===== config.mk =====
export PLATFORM = sky130hd
export DESIGN_NAME = shared_pool_multi_queue_core
export DESIGN_NICKNAME = d
export VERILOG_FILES = /design/src/rtl/core/spmq_pkg.sv /design/src/rtl/core/spmq_ram.sv /design/src/rtl/core/spmq_alloc.sv /design/src/rtl/core/spmq_dp.sv /design/src/rtl/core/spmq_ctrl.sv /design/src/rtl/core/shared_pool_multi_queue_core.sv
export SDC_FILE = /design/constraint.sdc
export NUM_CORES = 1
export LEC_CHECK = 0
export ABC_AREA = 1
export BUFFER_PORTS_ARGS = -buffer_cell sky130_fd_sc_hd__buf_4
export CAP_MARGIN = 40
export CORE_ASPECT_RATIO = 0.75
export CORE_MARGIN = 8
export CORE_UTILIZATION = 42
export DETAILED_ROUTE_END_ITERATION = 10
export PLACE_DENSITY = 0.58
export REMOVE_ABC_BUFFERS = 1
export SLEW_MARGIN = 25
export SYNTH_ARGS = -nofsm -noshare
export SYNTH_HDL_FRONTEND = slang
export SYNTH_SLANG_ARGS = --single-unit

===== constraint.sdc =====
create_clock -name clk -period 7.8 [get_ports clk]
set_clock_uncertainty 0.15 [all_clocks]
set_input_delay 0.78 -clock clk [delete_from_list [all_inputs] [get_ports clk]]
set_output_delay 0.78 -clock clk [all_outputs]
set_load 0.01 [all_outputs]

===== src/rtl/core/spmq_pkg.sv =====
`default_nettype none

package spmq_pkg;

    localparam int NUM_TASKS_DEF  = 8;
    localparam int POOL_SLOTS_DEF = 64;

    localparam logic FUNC_SEND = 1'b0;
    localparam logic FUNC_RECV = 1'b1;

    localparam logic [1:0] ST_OK    = 2'd0;
    localparam logic [1:0] ST_FULL  = 2'd1;
    localparam logic [1:0] ST_EMPTY = 2'd2;

    localparam int        GROUP_BITS  = 4;
    localparam logic [7:0] LOW_NONE   = 8'hFF;
    localparam logic [3:0] NIBBLE_MASK = 4'hF;

    // lowest set bit of a nibble, LOW_NONE when the nibble is zero
    localparam logic [7:0] LOWEST_SET [16] = '{
        8'd255, 8'd0, 8'd1, 8'd0, 8'd2, 8'd0, 8'd1, 8'd0,
        8'd3,   8'd0, 8'd1, 8'd0, 8'd2, 8'd0, 8'd1, 8'd0
    };

    typedef struct packed {
        logic       func;
        logic [2:0] task_id;
        logic [7:0] message;
    } req_t;

    typedef struct packed {
        logic [1:0] status;
        logic [7:0] message_out;
        logic       pending;
    } rsp_t;

    typedef struct packed {
        logic load;
        logic commit;
    } dp_cmd_t;

endpackage

`default_nettype wire


===== src/rtl/core/spmq_ram.sv =====
`default_nettype none

module spmq_ram #(
    parameter int WIDTH = 8,
    parameter int DEPTH = 64
) (
    input  wire logic                                  clk,
    input  wire logic                                  wr_en,
    input  wire logic [(DEPTH > 1 ? $clog2(DEPTH) : 1)-1:0] wr_addr,
    input  wire logic [WIDTH-1:0]                      wr_data,
    input  wire logic [(DEPTH > 1 ? $clog2(DEPTH) : 1)-1:0] rd_addr,
    output logic      [WIDTH-1:0]                      rd_data
);

    logic [WIDTH-1:0] mem [DEPTH];

    always_ff @(posedge clk)
    begin
        if (wr_en)
        begin
            mem[wr_addr] <= wr_data;
        end
        rd_data <= mem[rd_addr];
    end

endmodule

`default_nettype wire


===== src/rtl/core/spmq_alloc.sv =====
`default_nettype none

module spmq_alloc import spmq_pkg::*; #(
    parameter int POOL_SLOTS = POOL_SLOTS_DEF
) (
    input  wire logic                          clk,
    input  wire logic                          rst_n,
    input  wire logic                          alloc_en,
    input  wire logic [$clog2(POOL_SLOTS)-1:0] alloc_slot,
    input  wire logic                          release_en,
    input  wire logic [$clog2(POOL_SLOTS)-1:0] release_slot,
    output logic                               free_any,
    output logic      [$clog2(POOL_SLOTS)-1:0] free_slot
);

    localparam int SLOT_W     = $clog2(POOL_SLOTS);
    localparam int NUM_GROUPS = (POOL_SLOTS + GROUP_BITS - 1) / GROUP_BITS;
    localparam int PAD_W      = NUM_GROUPS * GROUP_BITS;

    logic [POOL_SLOTS-1:0] free_reg;
    logic [PAD_W-1:0]      free_padded;
    logic                  grp_any_reg  [NUM_GROUPS];
    logic [1:0]            grp_low_reg  [NUM_GROUPS];
    logic                  grp_any_next [NUM_GROUPS];
    logic [1:0]            grp_low_next [NUM_GROUPS];

    always_ff @(posedge clk or negedge rst_n)
    begin
        if (!rst_n)
        begin
            free_reg <= '1;
        end
        else
        begin
            if (alloc_en)
            begin
                free_reg[alloc_slot] <= 1'b0;
            end
            else if (release_en)
            begin
                free_reg[release_slot] <= 1'b1;
            end
        end
    end

    // first level: lowest free bit inside each nibble
    always_comb
    begin
        logic [3:0] nib;
        nib = '0;
        free_padded = PAD_W'(free_reg);
        for (int g = 0; g < NUM_GROUPS; g++)
        begin
            nib = free_padded[g*GROUP_BITS +: GROUP_BITS] & NIBBLE_MASK;
            grp_any_next[g] = (LOWEST_SET[nib] != LOW_NONE);
            grp_low_next[g] = LOWEST_SET[nib][1:0];
        end
    end

    always_ff @(posedge clk)
    begin
        grp_any_reg <= grp_any_next;
        grp_low_reg <= grp_low_next;
    end

    // second level: lowest nibble that has a free slot
    always_comb
    begin
        free_any  = 1'b0;
        free_slot = '0;
        for (int g = NUM_GROUPS - 1; g >= 0; g--)
        begin
            if (grp_any_reg[g])
            begin
                free_any  = 1'b1;
                free_slot = SLOT_W'(g * GROUP_BITS + int'(grp_low_reg[g]));
            end
        end
    end

endmodule

`default_nettype wire


===== src/rtl/core/spmq_dp.sv =====
`default_nettype none

module spmq_dp import spmq_pkg::*; #(
    parameter int NUM_TASKS  = NUM_TASKS_DEF,
    parameter int POOL_SLOTS = POOL_SLOTS_DEF
) (
    input  wire logic    clk,
    input  wire logic    rst_n,
    input  wire dp_cmd_t cmd,
    input  wire req_t    request,
    output logic         done,
    output rsp_t         result
);

    localparam int SLOT_W = $clog2(POOL_SLOTS);
    localparam int TASK_W = (NUM_TASKS > 1) ? $clog2(NUM_TASKS) : 1;

    req_t                 req_reg;
    rsp_t                 result_reg;
    rsp_t                 result_next;
    logic                 done_reg;
    logic [SLOT_W-1:0]    head_reg [NUM_TASKS];
    logic [SLOT_W-1:0]    tail_reg [NUM_TASKS];
    logic [NUM_TASKS-1:0] nonempty_reg;
    logic [NUM_TASKS-1:0] nonempty_next;
    logic [SLOT_W-1:0]    head_next;
    logic                 head_wr;
    logic                 tail_wr;

    logic [TASK_W-1:0]    idx;
    logic                 in_range;
    logic [SLOT_W-1:0]    cur_head;
    logic [SLOT_W-1:0]    cur_tail;
    logic                 cur_ne;

    logic                 free_any;
    logic [SLOT_W-1:0]    free_slot;
    logic                 alloc_en;
    logic                 release_en;
    logic                 msg_wr_en;
    logic                 link_wr_en;
    logic [7:0]           rd_msg;
    logic [SLOT_W-1:0]    rd_link;

    assign idx      = TASK_W'(req_reg.task_id);
    assign in_range = (int'(req_reg.task_id) < NUM_TASKS);
    assign cur_head = head_reg[idx];
    assign cur_tail = tail_reg[idx];
    assign cur_ne   = in_range && nonempty_reg[idx];

    spmq_alloc #(
        .POOL_SLOTS (POOL_SLOTS)
    ) u_alloc (
        .clk          (clk),
        .rst_n        (rst_n),
        .alloc_en     (alloc_en),
        .alloc_slot   (free_slot),
        .release_en   (release_en),
        .release_slot (cur_head),
        .free_any     (free_any),
        .free_slot    (free_slot)
    );

    spmq_ram #(
        .WIDTH (8),
        .DEPTH (POOL_SLOTS)
    ) u_msg_ram (
        .clk     (clk),
        .wr_en   (msg_wr_en),
        .wr_addr (free_slot),
        .wr_data (req_reg.message),
        .rd_addr (cur_head),
        .rd_data (rd_msg)
    );

    spmq_ram #(
        .WIDTH (SLOT_W),
        .DEPTH (POOL_SLOTS)
    ) u_link_ram (
        .clk     (clk),
        .wr_en   (link_wr_en),
        .wr_addr (cur_tail),
        .wr_data (free_slot),
        .rd_addr (cur_head),
        .rd_data (rd_link)
    );

    always_comb
    begin
        result_next   = '{status: ST_OK, message_out: 8'd0, pending: 1'b0};
        nonempty_next = nonempty_reg;
        head_next     = free_slot;
        head_wr       = 1'b0;
        tail_wr       = 1'b0;
        alloc_en      = 1'b0;
        release_en    = 1'b0;
        msg_wr_en     = 1'b0;
        link_wr_en    = 1'b0;
        if (!in_range)
        begin
            result_next.status = (req_reg.func == FUNC_SEND) ? ST_FULL : ST_EMPTY;
        end
        else if (req_reg.func == FUNC_SEND)
        begin
            if (!free_any)
            begin
                result_next.status  = ST_FULL;
                result_next.pending = cur_ne;
            end
            else
            begin
                result_next.pending = 1'b1;
                alloc_en            = cmd.commit;
                msg_wr_en           = cmd.commit;
                tail_wr             = cmd.commit;
                if (cur_ne)
                begin
                    link_wr_en = cmd.commit;
                end
                else
                begin
                    head_wr = cmd.commit;
                    if (cmd.commit)
                    begin
                        nonempty_next[idx] = 1'b1;
                    end
                end
            end
        end
        else
        begin
            if (!cur_ne)
            begin
                result_next.status = ST_EMPTY;
            end
            else
            begin
                result_next.message_out = rd_msg;
                release_en              = cmd.commit;
                if (cur_head == cur_tail)
                begin
                    result_next.pending = 1'b0;
                    if (cmd.commit)
                    begin
                        nonempty_next[idx] = 1'b0;
                    end
                end
                else
                begin
                    result_next.pending = 1'b1;
                    head_next           = rd_link;
                    head_wr             = cmd.commit;
                end
            end
        end
    end

    always_ff @(posedge clk or negedge rst_n)
    begin
        if (!rst_n)
        begin
            nonempty_reg <= '0;
            done_reg     <= 1'b0;
        end
        else
        begin
            nonempty_reg <= nonempty_next;
            done_reg     <= cmd.commit;
        end
    end

    always_ff @(posedge clk)
    begin
        if (cmd.load)
        begin
            req_reg <= request;
        end
        if (cmd.commit)
        begin
            result_reg <= result_next;
        end
        if (head_wr)
        begin
            head_reg[idx] <= head_next;
        end
        if (tail_wr)
        begin
            tail_reg[idx] <= free_slot;
        end
    end

    assign done   = done_reg;
    assign result = result_reg;

endmodule

`default_nettype wire


===== src/rtl/core/spmq_ctrl.sv =====
`default_nettype none

module spmq_ctrl import spmq_pkg::*; (
    input  wire logic clk,
    input  wire logic rst_n,
    input  wire logic start,
    output logic      busy,
    output dp_cmd_t   cmd
);

    typedef enum logic [2:0] {
        S_IDLE   = 3'b001,
        S_ACCESS = 3'b010,
        S_COMMIT = 3'b100
    } state_t;

    state_t state_reg;
    state_t state_next;
    logic   accept;

    assign busy   = (state_reg == S_ACCESS);
    assign accept = start && !busy;

    always_comb
    begin
        unique case (state_reg)
            S_IDLE:
            begin
                state_next = accept ? S_ACCESS : S_IDLE;
            end
            S_ACCESS:
            begin
                state_next = S_COMMIT;
            end
            S_COMMIT:
            begin
                state_next = accept ? S_ACCESS : S_IDLE;
            end
            default:
            begin
                state_next = S_IDLE;
            end
        endcase
    end

    always_ff @(posedge clk or negedge rst_n)
    begin
        if (!rst_n)
        begin
            state_reg <= S_IDLE;
        end
        else
        begin
            state_reg <= state_next;
        end
    end

    assign cmd.load   = accept;
    assign cmd.commit = (state_reg == S_COMMIT);

endmodule

`default_nettype wire


===== src/rtl/core/shared_pool_multi_queue_core.sv =====
// shared pool multi queue core
// per-task fifo message queues kept as linked lists in one shared slot pool
// request channel: a send or receive transaction is taken at a rising edge
//   with start high and busy low; request carries func, task_id and message
// result channel: done is high for exactly one cycle with result holding
//   status, message_out and pending; the receiver cannot stall it
// overlap: busy is high for the one
//   cycle in which head and slot memories are read, a new request is taken
//   in the same cycle the previous one writes back
// free slot search is a two level nibble tree whose first level is
//   registered from the free bitmap
// reset: all slots free, all queues empty, no result pending; head, tail,
//   slot message and slot link storage hold no defined value until written
`default_nettype none

module shared_pool_multi_queue_core import spmq_pkg::*; #(
    parameter int NUM_TASKS  = NUM_TASKS_DEF,
    parameter int POOL_SLOTS = POOL_SLOTS_DEF
) (
    input  wire logic clk,
    input  wire logic rst_n,
    input  wire logic start,
    output logic      busy,
    input  wire req_t request,
    output logic      done,
    output rsp_t      result
);

    dp_cmd_t cmd;

    spmq_ctrl u_ctrl (
        .clk   (clk),
        .rst_n (rst_n),
        .start (start),
        .busy  (busy),
        .cmd   (cmd)
    );

    spmq_dp #(
        .NUM_TASKS  (NUM_TASKS),
        .POOL_SLOTS (POOL_SLOTS)
    ) u_dp (
        .clk     (clk),
        .rst_n   (rst_n),
        .cmd     (cmd),
        .request (request),
        .done    (done),
        .result  (result)
    );

    a_done_after_accept: assert property (@(posedge clk) disable iff (!rst_n)
        done |-> $past(cmd.load, 3))
        else $error("result without a transaction three edges earlier");

    a_accept_then_busy: assert property (@(posedge clk) disable iff (!rst_n)
        (start && !busy) |=> busy)
        else $error("accepted transaction did not enter the access cycle");

    a_fail_no_message: assert property (@(posedge clk) disable iff (!rst_n)
        (done && result.status != ST_OK) |-> (result.message_out == 8'd0))
        else $error("failed transaction returned a message");

    a_empty_not_pending: assert property (@(posedge clk) disable iff (!rst_n)
        (done && result.status == ST_EMPTY) |-> !result.pending)
        else $error("empty receive reported pending");

endmodule

`default_nettype wire

==> impl_metrics.sql <==
INSERT INTO impl_metrics (metric_group, metric, value, unit) VALUES
('hold_path', 'hold_path_depth', '1', ''),
('pwr', 'cell_area_power_density', '283', 'mW/mm^2'),
('timing', 'final_hold_violation_count', '0', ''),
('synth', 'synth_compound_area_frac', '0.0783', ''),
('clock_tree', 'cts_buf_count', '114', ''),
('synth', 'asyncSetResetFlopFracSynth', '0.0657', ''),
('synth', 'adder_and_majority_gate_portion_of_the_synthesized_area', '0.000271', ''),
('placement', 'placed_cells_incl_taps', '5367', ''),
('die', 'boundaryPins', '28', ''),
('timing', 'max_freq', '190', 'MHz'),
('timing', 'final.setup.tns', '0', 'ps'),
('global_route', 'grt_max_degree', '76', ''),
('synth', 'yosys_warnings', '0', ''),
('timing', 'final_cycle_utilization_of_the_critical_path', '0.673', ''),
('route', 'routed_via_density', '5.34', ''),
('global_route', 'gr-usage-all-layers', '0.211', ''),
('timing', 'final_max_slew_viol_count', '0', ''),
('route', 'route.final.wire_length', '129000', 'um'),
('synth', 'synth_sequential_area_ratio', '0.732', ''),
('global_route', 'number_of_antenna_violations_at_the_first_check_in_global_routing', '1', ''),
('critical_path', 'timing.critical_path.to_type', 'flip-flop', ''),
('timing', 'tmin_final', '5250', 'ps'),
('synth', 'synth_simple_gate_area_share', '0.133', ''),
('critical_path', 'worstReg2RegEnd', 'u_dp.u_msg_ram.rd_data[2]$_DFF_P_', ''),
('status', 'outcome', 'completed', ''),
('route', 'drt_pre_antenna_iters', '7', ''),
('critical_path', 'worstPathRequired', '8230', 'ps'),
('route', 'detail_route.iter0.violations', '3527', ''),
('synth', 'synth.area.mux_share', '0', ''),
('die', 'core', '0.109', 'mm^2'),
('critical_path', 'timing.critical_path.slowest_cell_delay', '570', 'ps'),
('finish', 'share_of_cells_above_drive_strength_1', '0.110', ''),
('finish', 'finalNetCount', '4069', ''),
('pwr', 'total_leakage_power', '19.8', 'nW'),
('timing', 'maxSlewHeadroom', '0.403', ''),
('synth', 'synth_area_leader_cell', 'edfxtp_1', ''),
('clock_tree', 'clock_tree.htree_level_count', '3', ''),
('placement', 'place_congestion', '0.861', ''),
('synth', 'count_of_flip_flops_with_a_built_in_enable_after_synthesis', '1015', ''),
('clock_tree', 'clock_sinks', '1156', ''),
('critical_path', 'path_common_cell', 'nand2_1', ''),
('timing', 'unrepaired_setup_endpoints_after_global_routing', 'no', ''),
('finish', 'design_area', '0.0523', 'mm^2'),
('route', 'route.detailed.wl_per_inst', '23.1', 'um'),
('synth', 'yosys.cell_count.top_type', 'edfxtp_1', ''),
('global_route', 'grt_pass1_wl', '190000', 'um'),
('critical_path', 'worst-path-max-fanout', '51', ''),
('hold_path', 'min-delay-path-class', 'input port to flip-flop', ''),
('critical_path', 'worstRegToRegCells', '17', ''),
('route', 'drc', '0', ''),
('route', 'routed-via-count', '29900', ''),
('synth', 'synth-main-ff-cell', 'edfxtp_1', ''),
('route', 'ant_nets', '0', ''),
('global_route', 'overflow', '0', ''),
('placement', 'detailed_place.area', '0.0484', 'mm^2'),
('clock_tree', 'worst_setup_hold_path_clk_slew', '60', 'ps'),
('critical_path', 'worstSetupPathType', 'flip-flop to flip-flop', ''),
('die', 'die_y', '303', 'um'),
('synth', 'yosys-top-cells-count', '1,015 x edfxtp_1, 765 x nand2_1, 515 x nor2_1, 439 x inv_1, 340 x a21oi_1', ''),
('synth', 'synth_top_family_by_area', 'simple AND/OR/NAND/NOR gates', ''),
('finish', 'regMostFlops', 'u_dp.u_msg_ram.mem', ''),
('placement', 'port_buffers', '27', ''),
('critical_path', 'worstSetupStartpointType', 'flip-flop', ''),
('synth', 'synth-xor-area-share', '0.000950', ''),
('synth', 'synth.ff_latch_count', '1156', ''),
('finish', 'largest_register_ff_count', '512', ''),
('timing', 'report.final.setup_viol', '0', ''),
('synth', 'synth_area_leaders', 'edfxtp_1 66%, nand2_1 6.2%, nor2_1 4.2%, dfstp_2 3.7%, a21oi_1 3.7%', ''),
('synth', 'synthDominantCellAreaShare', '0.661', ''),
('critical_path', 'timing.critical_path.to', 'u_dp.u_msg_ram.rd_data[2]$_DFF_P_', ''),
('finish', 'post_layout_nonfiller_instances', '5592', '');
[routing by layer]
layer	share of wire	GRT usage	wire, um	vias up
li1	-	-	-	13700
met1	0.47	0.320	60400	14700
met2	0.42	0.299	53700	1266
met3	0.095	0.0579	12300	189
met4	0.024	0.0524	3050	0
met5	0	0	0	-
[logic make-up after synthesis]
| kind of cell | count (synthesis) |
|---|---|
| flip-flops | 1156 |
| AO/OA/AOI/OAI | 663 |
| adder cells (fa/ha/maj) | 1 |
| XOR/XNOR | 5 |
| buffers and inverters | 624 |
| AND/OR/NAND/NOR | 1501 |
[layout by cell type, fill, tap and decap left out, types with 4 or more instances in the layout]
| cell type | count |
|---|---|
| a221oi_1 | 4 |
| buf_12 | 9 |
| a21oi_1 | 339 |
| edfxtp_1 | 1015 |
| nand4_1 | 72 |
| o2bb2ai_1 | 4 |
| or2_2 | 8 |
| o22ai_1 | 30 |
| o21ai_1 | 28 |
| dfstp_2 | 65 |
| o21bai_1 | 8 |
| a22oi_1 | 58 |
| dfxtp_1 | 64 |
| nor3_1 | 16 |
| buf_16 | 7 |
| clkinv_2 | 24 |
| o21ai_0 | 172 |
| nand2_1 | 763 |
| buf_4 | 114 |
| bufinv_16 | 7 |
| inv_2 | 31 |
| nor2_1 | 508 |
| clkbuf_8 | 19 |
| clkbuf_16 | 116 |
| o21ai_2 | 4 |
| clkbuf_1 | 15 |
| inv_1 | 438 |
| dfrtp_1 | 11 |
| clkinv_1 | 25 |
| o21ai_4 | 4 |
| nand3b_1 | 20 |
| nand3_1 | 81 |
| nor2_2 | 14 |
[area by class of cell]
class | instances | area (um^2)
flip-flops and latches | 1156 | 33800
clock buffers | 152 | 3230
inverters | 475 | 1790
fillers | 9730 | 56900
repair buffers | 136 | 1270
multi-input cells | 2170 | 9910
well taps | 1444 | 1810
diodes | 1 | 2.50
clock inverters | 58 | 480
[worst max-delay path: cells and delay by family, from the launching register on]
family	cells	cell delay [ps]
AOI/OAI and AO/OA	3	530
buffers and inverters	7	2330
DFF	1	310
and+or+nand+nor	7	1650
[metrics by stage]
stage	power, mW	hold slack (ps)	setup slack (ps)	util
floorplan	8.38	292	1040	-
CTS	14.8	45.8	2560	0.477
detailed placement	9.41	309	2550	0.443
finish	14.8	98.2	2550	0.479
global placement	9.37	311	2550	0.439
global route	15.3	61.6	2270	0.479
[power by group]
group	leakage, nW	switching, mW	total [mW]	internal [mW]
Sequential	9.71	0.0328	6.82	6.79
Clock	1.85	2.35	5.47	3.12
Combinational	8.20	1.83	2.51	0.688
[timing repair]
| item | 4_1_cts | 5_1_grt |
|---|---|---|
| hold buffers | 1 | 0 |
| hold endpoints to repair | 11 | 0 |
| gates resized for setup | 0 | 0 |
| buffers inserted | 0 | 0 |
[how the worst min path moves through the flow]
| stage | startpoint | to | slack (ps) |
|---|---|---|---|
| 2_1_floorplan | flip-flop | flip-flop | 290 |
| 3_3_place_gp | flip-flop | flip-flop | 310 |
| 3_5_place_dp | flip-flop | flip-flop | 310 |
| 4_1_cts | request[1] | u_dp.req_reg[1]$_DFFE_PP_ | 50 |
| 5_1_grt | request[1] | u_dp.req_reg[1]$_DFFE_PP_ | 60 |
| 6_report | request[1] | u_dp.req_reg[1]$_DFFE_PP_ | 100 |
Note: power is estimated with default switching activity, not from simulation.
